`config.mk`:
```
export PLATFORM = sky130hd
export DESIGN_NAME = dual_inverter_enable_sequencer_top
export DESIGN_NICKNAME = d
export VERILOG_FILES = /design/src/design/dies_pkg.sv /design/src/design/dies_csr.sv /design/src/design/dual_inverter_enable_sequencer_top.sv
export VERILOG_INCLUDE_DIRS = /design/src /design/src/design
export SDC_FILE = /design/constraint.sdc
export NUM_CORES = 1
export LEC_CHECK = 0
export BUFFER_PORTS_ARGS = -buffer_cell sky130_fd_sc_hd__buf_2
export CAP_MARGIN = 0
export CORE_MARGIN = 10
export CORE_UTILIZATION = 30
export DETAILED_ROUTE_END_ITERATION = 10
export GPL_TIMING_DRIVEN = 1
export PLACE_DENSITY = 0.51
export SETUP_SLACK_MARGIN = 0.15
export SKIP_CTS_REPAIR_TIMING = 1
export SYNTH_ARGS = -nofsm -noshare
export SYNTH_HDL_FRONTEND = slang
export SYNTH_SLANG_ARGS = --single-unit
```
`constraint.sdc`:
```
create_clock -name clock -period 12.3 [get_ports clock]
set_clock_uncertainty 0.05 [all_clocks]
set_input_delay 0.615 -clock clock [delete_from_list [all_inputs] [get_ports clock]]
set_output_delay 0.615 -clock clock [all_outputs]
set_load 0.02 [all_outputs]
```
`src/design/dual_inverter_enable_sequencer_top_defines.svh`:
```
// Assertion macros shared by the sequencer RTL.
// Each macro expands to one labeled concurrent assertion that is checked on the
// rising clock edge and is switched off while reset is high.
`ifndef DUAL_INVERTER_ENABLE_SEQUENCER_TOP_DEFINES_SVH
`define DUAL_INVERTER_ENABLE_SEQUENCER_TOP_DEFINES_SVH

// The consequent must hold in the same cycle as the antecedent.
`define DIES_ASSERT_SAME(label, clk, rst, ante, cons, msg) \
   label: assert property (@(posedge clk) disable iff (rst) (ante) |-> (cons)) \
      else $error(msg);

// The consequent must hold in the cycle after the antecedent.
`define DIES_ASSERT_NEXT(label, clk, rst, ante, cons, msg) \
   label: assert property (@(posedge clk) disable iff (rst) (ante) |=> (cons)) \
      else $error(msg);

`endif

```
`src/design/dies_pkg.sv`:
```
`timescale 1ns / 1ps
`default_nettype none

package dies_pkg;

   // Field widths.
   localparam int unsigned ID_W     = 11;
   localparam int unsigned BYTE_W   = 8;
   localparam int unsigned SAMPLE_W = 12;
   localparam int unsigned SCALE_W  = 10;
   localparam int unsigned TORQUE_W = 10;
   localparam int unsigned CS_W     = 3;
   localparam int unsigned PROD_W   = SAMPLE_W + SCALE_W;

   // Configuration port geometry.
   localparam int unsigned CSR_DATA_W = 32;
   localparam int unsigned CSR_ADDR_W = 5;

   // Full-scale pedal reading; the setpoint is product / SAMPLE_FULL.
   localparam int unsigned SAMPLE_FULL = 4095;

   // Reset values of the configuration registers.
   localparam logic [ID_W-1:0]    RST_RIGHT_STATUS_ID  = 11'd645;
   localparam logic [ID_W-1:0]    RST_LEFT_STATUS_ID   = 11'd644;
   localparam logic [ID_W-1:0]    RST_RIGHT_COMMAND_ID = 11'd390;
   localparam logic [ID_W-1:0]    RST_LEFT_COMMAND_ID  = 11'd389;
   localparam logic [BYTE_W-1:0]  RST_TORQUE_LIMIT    = 8'd50;
   localparam logic [SCALE_W-1:0] RST_FULL_SCALE      = 10'd500;

   // Status codes reported by an inverter.
   localparam logic [BYTE_W-1:0] REPORT_READY       = 8'h01;
   localparam logic [BYTE_W-1:0] REPORT_DC_ON       = 8'h11;
   localparam logic [BYTE_W-1:0] REPORT_QUIT_DC_ON  = 8'h19;
   localparam logic [BYTE_W-1:0] REPORT_INV_ON      = 8'h59;
   localparam logic [BYTE_W-1:0] REPORT_RUNNING     = 8'h79;

   // Control bytes sent to an inverter.
   localparam logic [BYTE_W-1:0] CTL_NONE        = 8'h00;
   localparam logic [BYTE_W-1:0] CTL_DC_ON       = 8'h02;
   localparam logic [BYTE_W-1:0] CTL_ENABLE      = 8'h07;
   localparam logic [BYTE_W-1:0] CTL_ERROR_RESET = 8'h08;

   typedef enum logic [2:0] {
      INV_UNKNOWN    = 3'd0,
      INV_READY      = 3'd1,
      INV_DC_ON      = 3'd2,
      INV_QUIT_DC_ON = 3'd3,
      INV_ON         = 3'd4,
      INV_RUNNING    = 3'd5,
      INV_DERATING   = 3'd6,
      INV_ERROR      = 3'd7
   } inv_state_type;

   typedef enum logic [CS_W-1:0] {
      CS_UNKNOWN     = 3'd0,
      CS_DC_ON       = 3'd1,
      CS_ENABLE      = 3'd2,
      CS_INV_ON      = 3'd3,
      CS_READY       = 3'd4,
      CS_RESET_RIGHT = 3'd5,
      CS_RESET_LEFT  = 3'd6,
      CS_RUNNING     = 3'd7
   } control_state_type;

   typedef enum logic [2:0] {
      REG_RIGHT_STATUS_ID  = 3'd0,
      REG_LEFT_STATUS_ID   = 3'd1,
      REG_RIGHT_COMMAND_ID = 3'd2,
      REG_LEFT_COMMAND_ID  = 3'd3,
      REG_TORQUE_LIMIT     = 3'd4,
      REG_FULL_SCALE       = 3'd5
   } reg_index_type;

   typedef struct packed {
      logic [ID_W-1:0]    right_status_id;
      logic [ID_W-1:0]    left_status_id;
      logic [ID_W-1:0]    right_command_id;
      logic [ID_W-1:0]    left_command_id;
      logic [BYTE_W-1:0]  torque_limit;
      logic [SCALE_W-1:0] throttle_full_scale;
   } cfg_type;

   // Error bit wins over derating, then exact codes; anything else is unknown.
   function automatic inv_state_type decode_status(input logic [BYTE_W-1:0] status);
      inv_state_type st;
      if (status[1]) begin
         st = INV_ERROR;
      end else if (status[7]) begin
         st = INV_DERATING;
      end else begin
         case (status)
            REPORT_READY:      st = INV_READY;
            REPORT_DC_ON:      st = INV_DC_ON;
            REPORT_QUIT_DC_ON: st = INV_QUIT_DC_ON;
            REPORT_INV_ON:     st = INV_ON;
            REPORT_RUNNING:    st = INV_RUNNING;
            default:           st = INV_UNKNOWN;
         endcase
      end
      return st;
   endfunction

endpackage

`default_nettype wire

```
`src/design/dies_csr.sv`:
```
`timescale 1ns / 1ps
`default_nettype none

module dies_csr
   import dies_pkg::*;
(
   input  wire                     clock,
   input  wire                     reset,
   input  wire                     psel,
   input  wire                     penable,
   input  wire                     pwrite,
   input  wire  [CSR_ADDR_W-1:0]   paddr,
   input  wire  [CSR_DATA_W-1:0]   pwdata,
   output logic [CSR_DATA_W-1:0]   prdata,
   output logic                    pready,
   output cfg_type                 cfg
);

   cfg_type       cfg_ff;
   cfg_type       cfg_in;
   reg_index_type index;
   logic          write_en;

   // Registers sit on word addresses; the two low address bits are ignored.
   assign index    = reg_index_type'(paddr[CSR_ADDR_W-1:2]);
   assign write_en = psel && penable && pwrite;
   assign pready   = 1'b1;
   assign cfg      = cfg_ff;

   always_comb begin
      cfg_in = cfg_ff;
      if (write_en) begin
         case (index)
            REG_RIGHT_STATUS_ID:  cfg_in.right_status_id  = pwdata[ID_W-1:0];
            REG_LEFT_STATUS_ID:   cfg_in.left_status_id   = pwdata[ID_W-1:0];
            REG_RIGHT_COMMAND_ID: cfg_in.right_command_id = pwdata[ID_W-1:0];
            REG_LEFT_COMMAND_ID:  cfg_in.left_command_id  = pwdata[ID_W-1:0];
            REG_TORQUE_LIMIT:     cfg_in.torque_limit     = pwdata[BYTE_W-1:0];
            REG_FULL_SCALE:       cfg_in.throttle_full_scale = pwdata[SCALE_W-1:0];
            default:              cfg_in = cfg_ff;
         endcase
      end
   end

   always_comb begin
      case (index)
         REG_RIGHT_STATUS_ID:  prdata = CSR_DATA_W'(cfg_ff.right_status_id);
         REG_LEFT_STATUS_ID:   prdata = CSR_DATA_W'(cfg_ff.left_status_id);
         REG_RIGHT_COMMAND_ID: prdata = CSR_DATA_W'(cfg_ff.right_command_id);
         REG_LEFT_COMMAND_ID:  prdata = CSR_DATA_W'(cfg_ff.left_command_id);
         REG_TORQUE_LIMIT:     prdata = CSR_DATA_W'(cfg_ff.torque_limit);
         REG_FULL_SCALE:       prdata = CSR_DATA_W'(cfg_ff.throttle_full_scale);
         default:              prdata = '0;
      endcase
   end

   always_ff @(posedge clock) begin
      if (reset) begin
         cfg_ff.right_status_id     <= RST_RIGHT_STATUS_ID;
         cfg_ff.left_status_id      <= RST_LEFT_STATUS_ID;
         cfg_ff.right_command_id    <= RST_RIGHT_COMMAND_ID;
         cfg_ff.left_command_id     <= RST_LEFT_COMMAND_ID;
         cfg_ff.torque_limit        <= RST_TORQUE_LIMIT;
         cfg_ff.throttle_full_scale <= RST_FULL_SCALE;
      end else begin
         cfg_ff <= cfg_in;
      end
   end

endmodule

`default_nettype wire

```
`src/design/dual_inverter_enable_sequencer_top.sv`:
```
`timescale 1ns / 1ps
`default_nettype none
`include "dual_inverter_enable_sequencer_top_defines.svh"

// Channel   Direction  Handshake             Word
// req_      in         req_valid/req_stall   status frame or control tick
// rsp_      out        rsp_valid/rsp_stall   one command frame (right, then left)
// APB       in/out     psel/penable/pready   configuration registers
//
// A status frame produces no word. A control tick holds the decision stage while
// it feeds the single output register first the right and then the left command
// frame. The right word reaches rsp_ through stage 1, the decision stage and the
// output register, and the left word follows once the right word is taken.
// Reset is synchronous and resets the control state and CSRs, not the payload.
// A stall on rsp_ holds the output register and backs up into req_stall in the
// same cycle; status frames keep flowing while a tick waits in the decision stage.

module dual_inverter_enable_sequencer_top
   import dies_pkg::*;
(
   input  wire                   clock,
   input  wire                   reset,

   input  wire                   req_valid,
   output logic                  req_stall,
   input  wire                   req_action,
   input  wire  [ID_W-1:0]       req_frame_id,
   input  wire  [BYTE_W-1:0]     req_status_byte,
   input  wire  [SAMPLE_W-1:0]   req_throttle_sample,
   input  wire                   req_start_button_n,

   output logic                  rsp_valid,
   input  wire                   rsp_stall,
   output logic [ID_W-1:0]       rsp_command_id,
   output logic [BYTE_W-1:0]     rsp_control_byte,
   output logic [TORQUE_W-1:0]   rsp_torque_setpoint,
   output logic [BYTE_W-1:0]     rsp_limit_byte,
   output logic [CS_W-1:0]       rsp_control_state,
   output logic                  rsp_brake_light,
   output logic                  rsp_last_frame,

   input  wire                   psel,
   input  wire                   penable,
   input  wire                   pwrite,
   input  wire  [CSR_ADDR_W-1:0] paddr,
   input  wire  [CSR_DATA_W-1:0] pwdata,
   output logic [CSR_DATA_W-1:0] prdata,
   output logic                  pready
);

   cfg_type cfg;

   // The register file is its own unit; the sequencer only reads its fields.
   dies_csr u_csr (
      .clock   (clock),
      .reset   (reset),
      .psel    (psel),
      .penable (penable),
      .pwrite  (pwrite),
      .paddr   (paddr),
      .pwdata  (pwdata),
      .prdata  (prdata),
      .pready  (pready),
      .cfg     (cfg)
   );

   // Stage 1 holds the accepted word.
   logic                s1_valid_ff;
   logic                s1_action_ff;
   logic [ID_W-1:0]     s1_frame_id_ff;
   logic [BYTE_W-1:0]   s1_status_byte_ff;
   logic [SAMPLE_W-1:0] s1_throttle_sample_ff;
   logic                s1_start_button_n_ff;

   // Architectural state of the sequencer.
   inv_state_type       right_state_ff, right_state_in;
   inv_state_type       left_state_ff, left_state_in;
   logic [BYTE_W-1:0]   last_status_ff, last_status_in;
   logic                drive_ready_ff, drive_ready_in;
   logic                brake_on_ff, brake_on_in;

   // Stage 2 holds the decision for one tick until both frames have left.
   logic                s2_valid_ff;
   logic                s2_left_ff;
   logic [BYTE_W-1:0]   s2_ctl_right_ff;
   logic [BYTE_W-1:0]   s2_ctl_left_ff;
   control_state_type   s2_cs_ff;
   logic                s2_brake_ff;
   logic                s2_torque_en_ff;
   logic [PROD_W-1:0]   s2_product_ff;

   // Decision made from stage 1.
   logic [BYTE_W-1:0]   ctl_right;
   logic [BYTE_W-1:0]   ctl_left;
   control_state_type   cs;
   logic                both_running;
   logic                torque_en;
   logic [PROD_W-1:0]   product;

   // Handshake controls.
   logic                out_load;
   logic                s2_free;
   logic                s1_advance;
   logic                s1_fire;
   logic                s2_take;

   // Divide by full scale: reciprocal estimate plus one correction step.
   logic [PROD_W:0]     est_sum;
   logic [ID_W-1:0]     quot_est;
   logic [PROD_W:0]     rem_full;
   logic [ID_W-1:0]     quot;
   logic [TORQUE_W-1:0] torque;

   // The output register frees up when it is empty or its word is taken.
   // Stage 2 frees up once its left frame moves into the output register.
   // Status frames never wait on stage 2; a tick needs it free.
   assign out_load   = !rsp_valid || !rsp_stall;
   assign s2_free    = !s2_valid_ff || (s2_left_ff && out_load);
   assign s1_advance = !s1_action_ff || s2_free;
   assign s1_fire    = s1_valid_ff && s1_advance;
   assign s2_take    = s1_fire && s1_action_ff;
   assign req_stall  = s1_valid_ff && !s1_advance;

   // State update for the word leaving stage 1.
   always_comb begin
      right_state_in = right_state_ff;
      left_state_in  = left_state_ff;
      last_status_in = last_status_ff;
      drive_ready_in = drive_ready_ff;
      brake_on_in    = brake_on_ff;
      if (s1_fire) begin
         if (!s1_action_ff) begin
            // The right id wins when both ids are programmed the same.
            if (s1_frame_id_ff == cfg.right_status_id) begin
               right_state_in = decode_status(s1_status_byte_ff);
               last_status_in = s1_status_byte_ff;
            end else if (s1_frame_id_ff == cfg.left_status_id) begin
               left_state_in  = decode_status(s1_status_byte_ff);
               last_status_in = s1_status_byte_ff;
            end
         end else begin
            drive_ready_in = drive_ready_ff || !s1_start_button_n_ff;
            brake_on_in    = brake_on_ff || both_running;
         end
      end
   end

   // Priority chain over the two inverter states at the time of the tick.
   always_comb begin
      both_running = (right_state_ff == INV_RUNNING) && (left_state_ff == INV_RUNNING);
      ctl_right    = CTL_NONE;
      ctl_left     = CTL_NONE;
      cs           = CS_UNKNOWN;
      torque_en    = 1'b0;
      if ((right_state_ff == INV_READY) && (left_state_ff == INV_READY)) begin
         ctl_right = CTL_DC_ON;
         ctl_left  = CTL_DC_ON;
         cs        = CS_DC_ON;
      end else if ((right_state_ff == INV_QUIT_DC_ON) &&
                   (left_state_ff == INV_QUIT_DC_ON)) begin
         ctl_right = CTL_ENABLE;
         ctl_left  = CTL_ENABLE;
         cs        = CS_ENABLE;
      end else if ((right_state_ff == INV_ON) && (left_state_ff == INV_ON)) begin
         ctl_right = CTL_ENABLE;
         ctl_left  = CTL_ENABLE;
         cs        = CS_INV_ON;
      end else if (both_running) begin
         ctl_right = CTL_ENABLE;
         ctl_left  = CTL_ENABLE;
         // The drive-ready latch includes a press on this very tick.
         if (drive_ready_in) begin
            cs        = CS_RUNNING;
            torque_en = (last_status_ff == REPORT_RUNNING);
         end else begin
            cs = CS_READY;
         end
      end else if (right_state_ff == INV_ERROR) begin
         ctl_right = CTL_ERROR_RESET;
         cs        = CS_RESET_RIGHT;
      end else if (left_state_ff == INV_ERROR) begin
         ctl_left = CTL_ERROR_RESET;
         cs       = CS_RESET_LEFT;
      end
   end

   assign product = PROD_W'(s1_throttle_sample_ff) * PROD_W'(cfg.throttle_full_scale);

   // floor(p / 4095) with p below 2^22: the estimate (p + p/4096) / 4096 is never
   // high and at most one low, so a single compare and increment finishes it.
   assign est_sum  = {1'b0, s2_product_ff} + (PROD_W+1)'(s2_product_ff >> SAMPLE_W);
   assign quot_est = est_sum[PROD_W:SAMPLE_W];
   assign rem_full = {1'b0, s2_product_ff} + (PROD_W+1)'(quot_est)
                     - {quot_est, {SAMPLE_W{1'b0}}};
   assign quot     = quot_est + ID_W'(rem_full >= (PROD_W+1)'(SAMPLE_FULL));
   assign torque   = s2_torque_en_ff ? quot[TORQUE_W-1:0] : '0;

   // Control registers.
   always_ff @(posedge clock) begin
      if (reset) begin
         s1_valid_ff    <= 1'b0;
         s2_valid_ff    <= 1'b0;
         s2_left_ff     <= 1'b0;
         rsp_valid      <= 1'b0;
         right_state_ff <= INV_UNKNOWN;
         left_state_ff  <= INV_UNKNOWN;
         last_status_ff <= '0;
         drive_ready_ff <= 1'b0;
         brake_on_ff    <= 1'b0;
      end else begin
         if (!req_stall) begin
            s1_valid_ff <= req_valid;
         end
         if (s2_take) begin
            s2_valid_ff <= 1'b1;
            s2_left_ff  <= 1'b0;
         end else if (s2_valid_ff && out_load) begin
            s2_valid_ff <= !s2_left_ff;
            s2_left_ff  <= 1'b1;
         end
         if (out_load) begin
            rsp_valid <= s2_valid_ff;
         end
         right_state_ff <= right_state_in;
         left_state_ff  <= left_state_in;
         last_status_ff <= last_status_in;
         drive_ready_ff <= drive_ready_in;
         brake_on_ff    <= brake_on_in;
      end
   end

   // Payload registers.
   always_ff @(posedge clock) begin
      if (!req_stall) begin
         s1_action_ff          <= req_action;
         s1_frame_id_ff        <= req_frame_id;
         s1_status_byte_ff     <= req_status_byte;
         s1_throttle_sample_ff <= req_throttle_sample;
         s1_start_button_n_ff  <= req_start_button_n;
      end
      if (s2_take) begin
         s2_ctl_right_ff <= ctl_right;
         s2_ctl_left_ff  <= ctl_left;
         s2_cs_ff        <= cs;
         s2_brake_ff     <= brake_on_in;
         s2_torque_en_ff <= torque_en;
         s2_product_ff   <= product;
      end
      if (out_load && s2_valid_ff) begin
         rsp_command_id      <= s2_left_ff ? cfg.left_command_id : cfg.right_command_id;
         rsp_control_byte    <= s2_left_ff ? s2_ctl_left_ff : s2_ctl_right_ff;
         rsp_torque_setpoint <= torque;
         rsp_limit_byte      <= s2_torque_en_ff ? cfg.torque_limit : '0;
         rsp_control_state   <= s2_cs_ff;
         rsp_brake_light     <= s2_brake_ff;
         rsp_last_frame      <= s2_left_ff;
      end
   end

   // A right frame that leaves is always followed at once by its left frame.
   `DIES_ASSERT_NEXT(a_left_follows_right, clock, reset,
      rsp_valid && !rsp_stall && !rsp_last_frame, rsp_valid && rsp_last_frame,
      "right command frame not followed by left frame")

   // Torque is only ever commanded in the running state.
   `DIES_ASSERT_SAME(a_torque_only_running, clock, reset,
      rsp_valid && (rsp_torque_setpoint != '0), rsp_control_state == CS_RUNNING,
      "nonzero torque outside running state")

   // The brake light never turns off once on.
   `DIES_ASSERT_NEXT(a_brake_sticky, clock, reset,
      brake_on_ff, brake_on_ff,
      "brake light cleared after being set")

   // The quotient estimate needs no more than one correction.
   `DIES_ASSERT_SAME(a_div_one_step, clock, reset,
      s2_valid_ff, rem_full < (PROD_W+1)'(2 * SAMPLE_FULL),
      "divider remainder out of range")

endmodule

`default_nettype wire
```
==> out/results.txt <==
status = completed
Critical Path AT = 6.57 ns
root buf cell = clkbuf_16
largest net degree at the start of global routing = 83
initial antenna violation count = 2
Hold WC Path Type = in -> reg
Cell Area, Synth = 13,400 sq um
count of buffers from port buffering = 104
post-synth cell types = 68
Post-Syn Area per Cell = 9.70 sq um
ys async rst share = 0%
diode count = 0
RSZ-0062 raised after global routing = no
final instance area = 15,000 sq um
crit path time final = 6.43 ns
Slowest cell on crit path = or4b_1
CTS tree = done
Max IR drop VDD = 0.0850 mV
crit path capture type = flop
Final setup viols = 0
Yosys top cell area share = 22.6%
top cell type by total area after synthesis = edfxtp_1
CP required = 12.44 ns
worst-margin pin slew = 1.10 ns
H-tree Lvls = 4
area grow syn2layout = 11.8%
Crit Path Category = reg -> reg
worst-skew pair later-pin latency = 0.45 ns
Slew Viols, Final = 0
Synth Instances = 1,382
Post-synth EDFFs = 101
Vias per Instance = 4.78
Chip Width = 231 um
FF+latch area = 4670 sq um
Multi-input gate area = 7910 sq um
GRT Total Usage = 12.8%
GPL Wtd Cong = 0.810
slew margin rel. = 26.2%
Inserted Clock Buffers = 17
Max-Cap Viols = 0
initial DRC count = 475
Synth warnings = 0
CTS max path bufs = 2
row count = 77
Initial Util = 30.3%
Routed Antenna Nets = 0
num ports = 154
Routed WL = 34,700 um
vias in the first global route = 9,875
fraction of layout cells with a size suffix above 1 = 12.0%
total negative slack = 0 ns
Seq/Total Area, Yosys = 34.9%
first-pass GRT wire length = 55,400 um
CP startpoint kind = flop
WL per Instance = 16.9 um
Placed Cells = 2,020
CP max FO = 9
Final #Nets = 1,711
clk slew on worst S/H paths = 0.07 ns
final hold vios = 0
total die area = 53,500 sq um
total core area = 44,200 sq um
Placed Area = 14,400 sq um
dpl hpwl = 27,000 um
post-synthesis register bit count = 183
Finished Layout Cells = 2,052
Remaining DRCs = 0
ys flop type = edfxtp_1
Hold Path Depth = 1
Leak = 6.31 nW
R2R cell count = 25
via count = 9,805
fill count = 4,557
drt first pass iters = 5
max frequency = 0.156 GHz
PD cells = 181 nW/um^2
count leader, synth = nand2_1
global route total overflow = 0
largest cells by area after synthesis = edfxtp_1 23%, dfxtp_1 12%, fa_1 12%
clk sink count = 183
Largest stage delay, worst path = 0.55 ns
chip height = 231 um
most frequent CP cell = ha_1
final period utilization = 52.3%
most frequent cells after synthesis = 173 x nand2_1, 128 x inv_1, 109 x ha_1
-- layout by cell type (no fill, tap or decap), types with 15 or more instances in the layout --
| cell | count |
|---|---|
| nand2_1 | 173 |
| inv_1 | 128 |
| ha_1 | 109 |
| buf_2 | 104 |
| edfxtp_1 | 101 |
| dfxtp_1 | 82 |
| fa_1 | 78 |
| nor2_1 | 74 |
| and2_1 | 73 |
| a21oi_1 | 62 |
| xnor2_1 | 49 |
| mux2i_1 | 42 |
| nand3_1 | 36 |
| o21ai_0 | 27 |
| conb_1 | 26 |
| nor3_1 | 24 |
| nor2b_1 | 23 |
| xor2_1 | 23 |
| clkbuf_16 | 18 |
| mux2_2 | 17 |
| nand3b_1 | 15 |
| a211o_1 | 15 |
-- metal layers --
| layer | vias up | global-route usage [%] | wire, um |
|---|---|---|---|
| met4 | 2 | 2.43 | 270 |
| li1 | 4771 | - | - |
| met2 | 219 | 19.8 | 15300 |
| met1 | 4793 | 18.3 | 17500 |
| met5 | - | 0 | 20 |
| met3 | 20 | 2.58 | 1630 |
-- final timing paths --
kind | from | end | slack (ns)
max | s2_product_ff[15] | rsp_torque_setpoint[9] | 5.87
min | req_frame_id[0] | s1_frame_id_ff[0] | 0.29
max reg2reg | s2_product_ff[15] | rsp_torque_setpoint[9] | 5.87
min reg2reg | s2_cs_ff[1] | rsp_control_state[1] | 0.36
-- sequential cells by signal, indices dropped and copies added (netlist names), 3 cells and up --
name / cells
u_csr.cfg: 62
s2_product_ff: 22
s1_throttle_sample_ff: 12
rsp_command_id: 11
s1_frame_id_ff: 11
rsp_torque_setpoint: 10
last_status_ff: 8
rsp_limit_byte: 8
s1_status_byte_ff: 8
left_state_ff: 3
right_state_ff: 3
rsp_control_byte: 3
rsp_control_state: 3
s2_cs_ff: 3
s2_ctl_right_ff: 3
-- logic make-up (layout without fill, tap and decap cells) --
kind of cell             count (synthesis)  in the layout  synth area share, %
AO/OA/AOI/OAI                          175            175                 8.62
adder cells (fa/ha/maj)                187            187                 21.8
other                                    2             26               0.0560
multiplexers                            61             61                 4.90
AND/OR/NAND/NOR                        484            484                 17.9
buffers and inverters                  217            271                 6.89
XOR/XNOR                                73             73                 4.88
flip-flops                             183            183                 34.9
-- worst max-delay path: cells and delay by family, from the launching register on --
family	cells	cell delay, ns
simple gates	14	2.88
compound gates	6	1.33
fa+ha+maj	4	1.25
flops	1	0.53
xor+xnor	1	0.14
-- final cells by class --
type | instances | area share (%)
repair buffers | 111 | 3.83
clock inverters | 11 | 0.960
inverters | 128 | 3.21
clock buffers | 21 | 3.08
well taps | 592 | 4.94
flip-flops and latches | 183 | 31.2
multi-input cells | 1006 | 52.8
-- metrics by stage --
step / setup WS [ns] / utilization, % / hold WS, ns / power (mW)
after floorplan: 6.77 / - / 0.350 / 1.82
after global placement: 5.92 / 32.5 / 0.357 / 2.13
after detailed placement: 5.85 / 32.5 / 0.357 / 2.14
after CTS: 5.84 / 33.9 / 0.268 / 2.73
after global routing: 5.45 / 33.9 / 0.265 / 2.94
final: 5.87 / 33.9 / 0.293 / 2.71
-- power breakdown --
group	total (mW)	leakage [nW]	internal, mW	switching [mW]
Combinational	1.36	4.38	0.571	0.789
Clock	0.575	0.294	0.333	0.242
Sequential	0.773	1.63	0.725	0.0477
Total	2.71	6.31	1.63	1.08
Note: power is estimated with default switching activity, not from simulation.
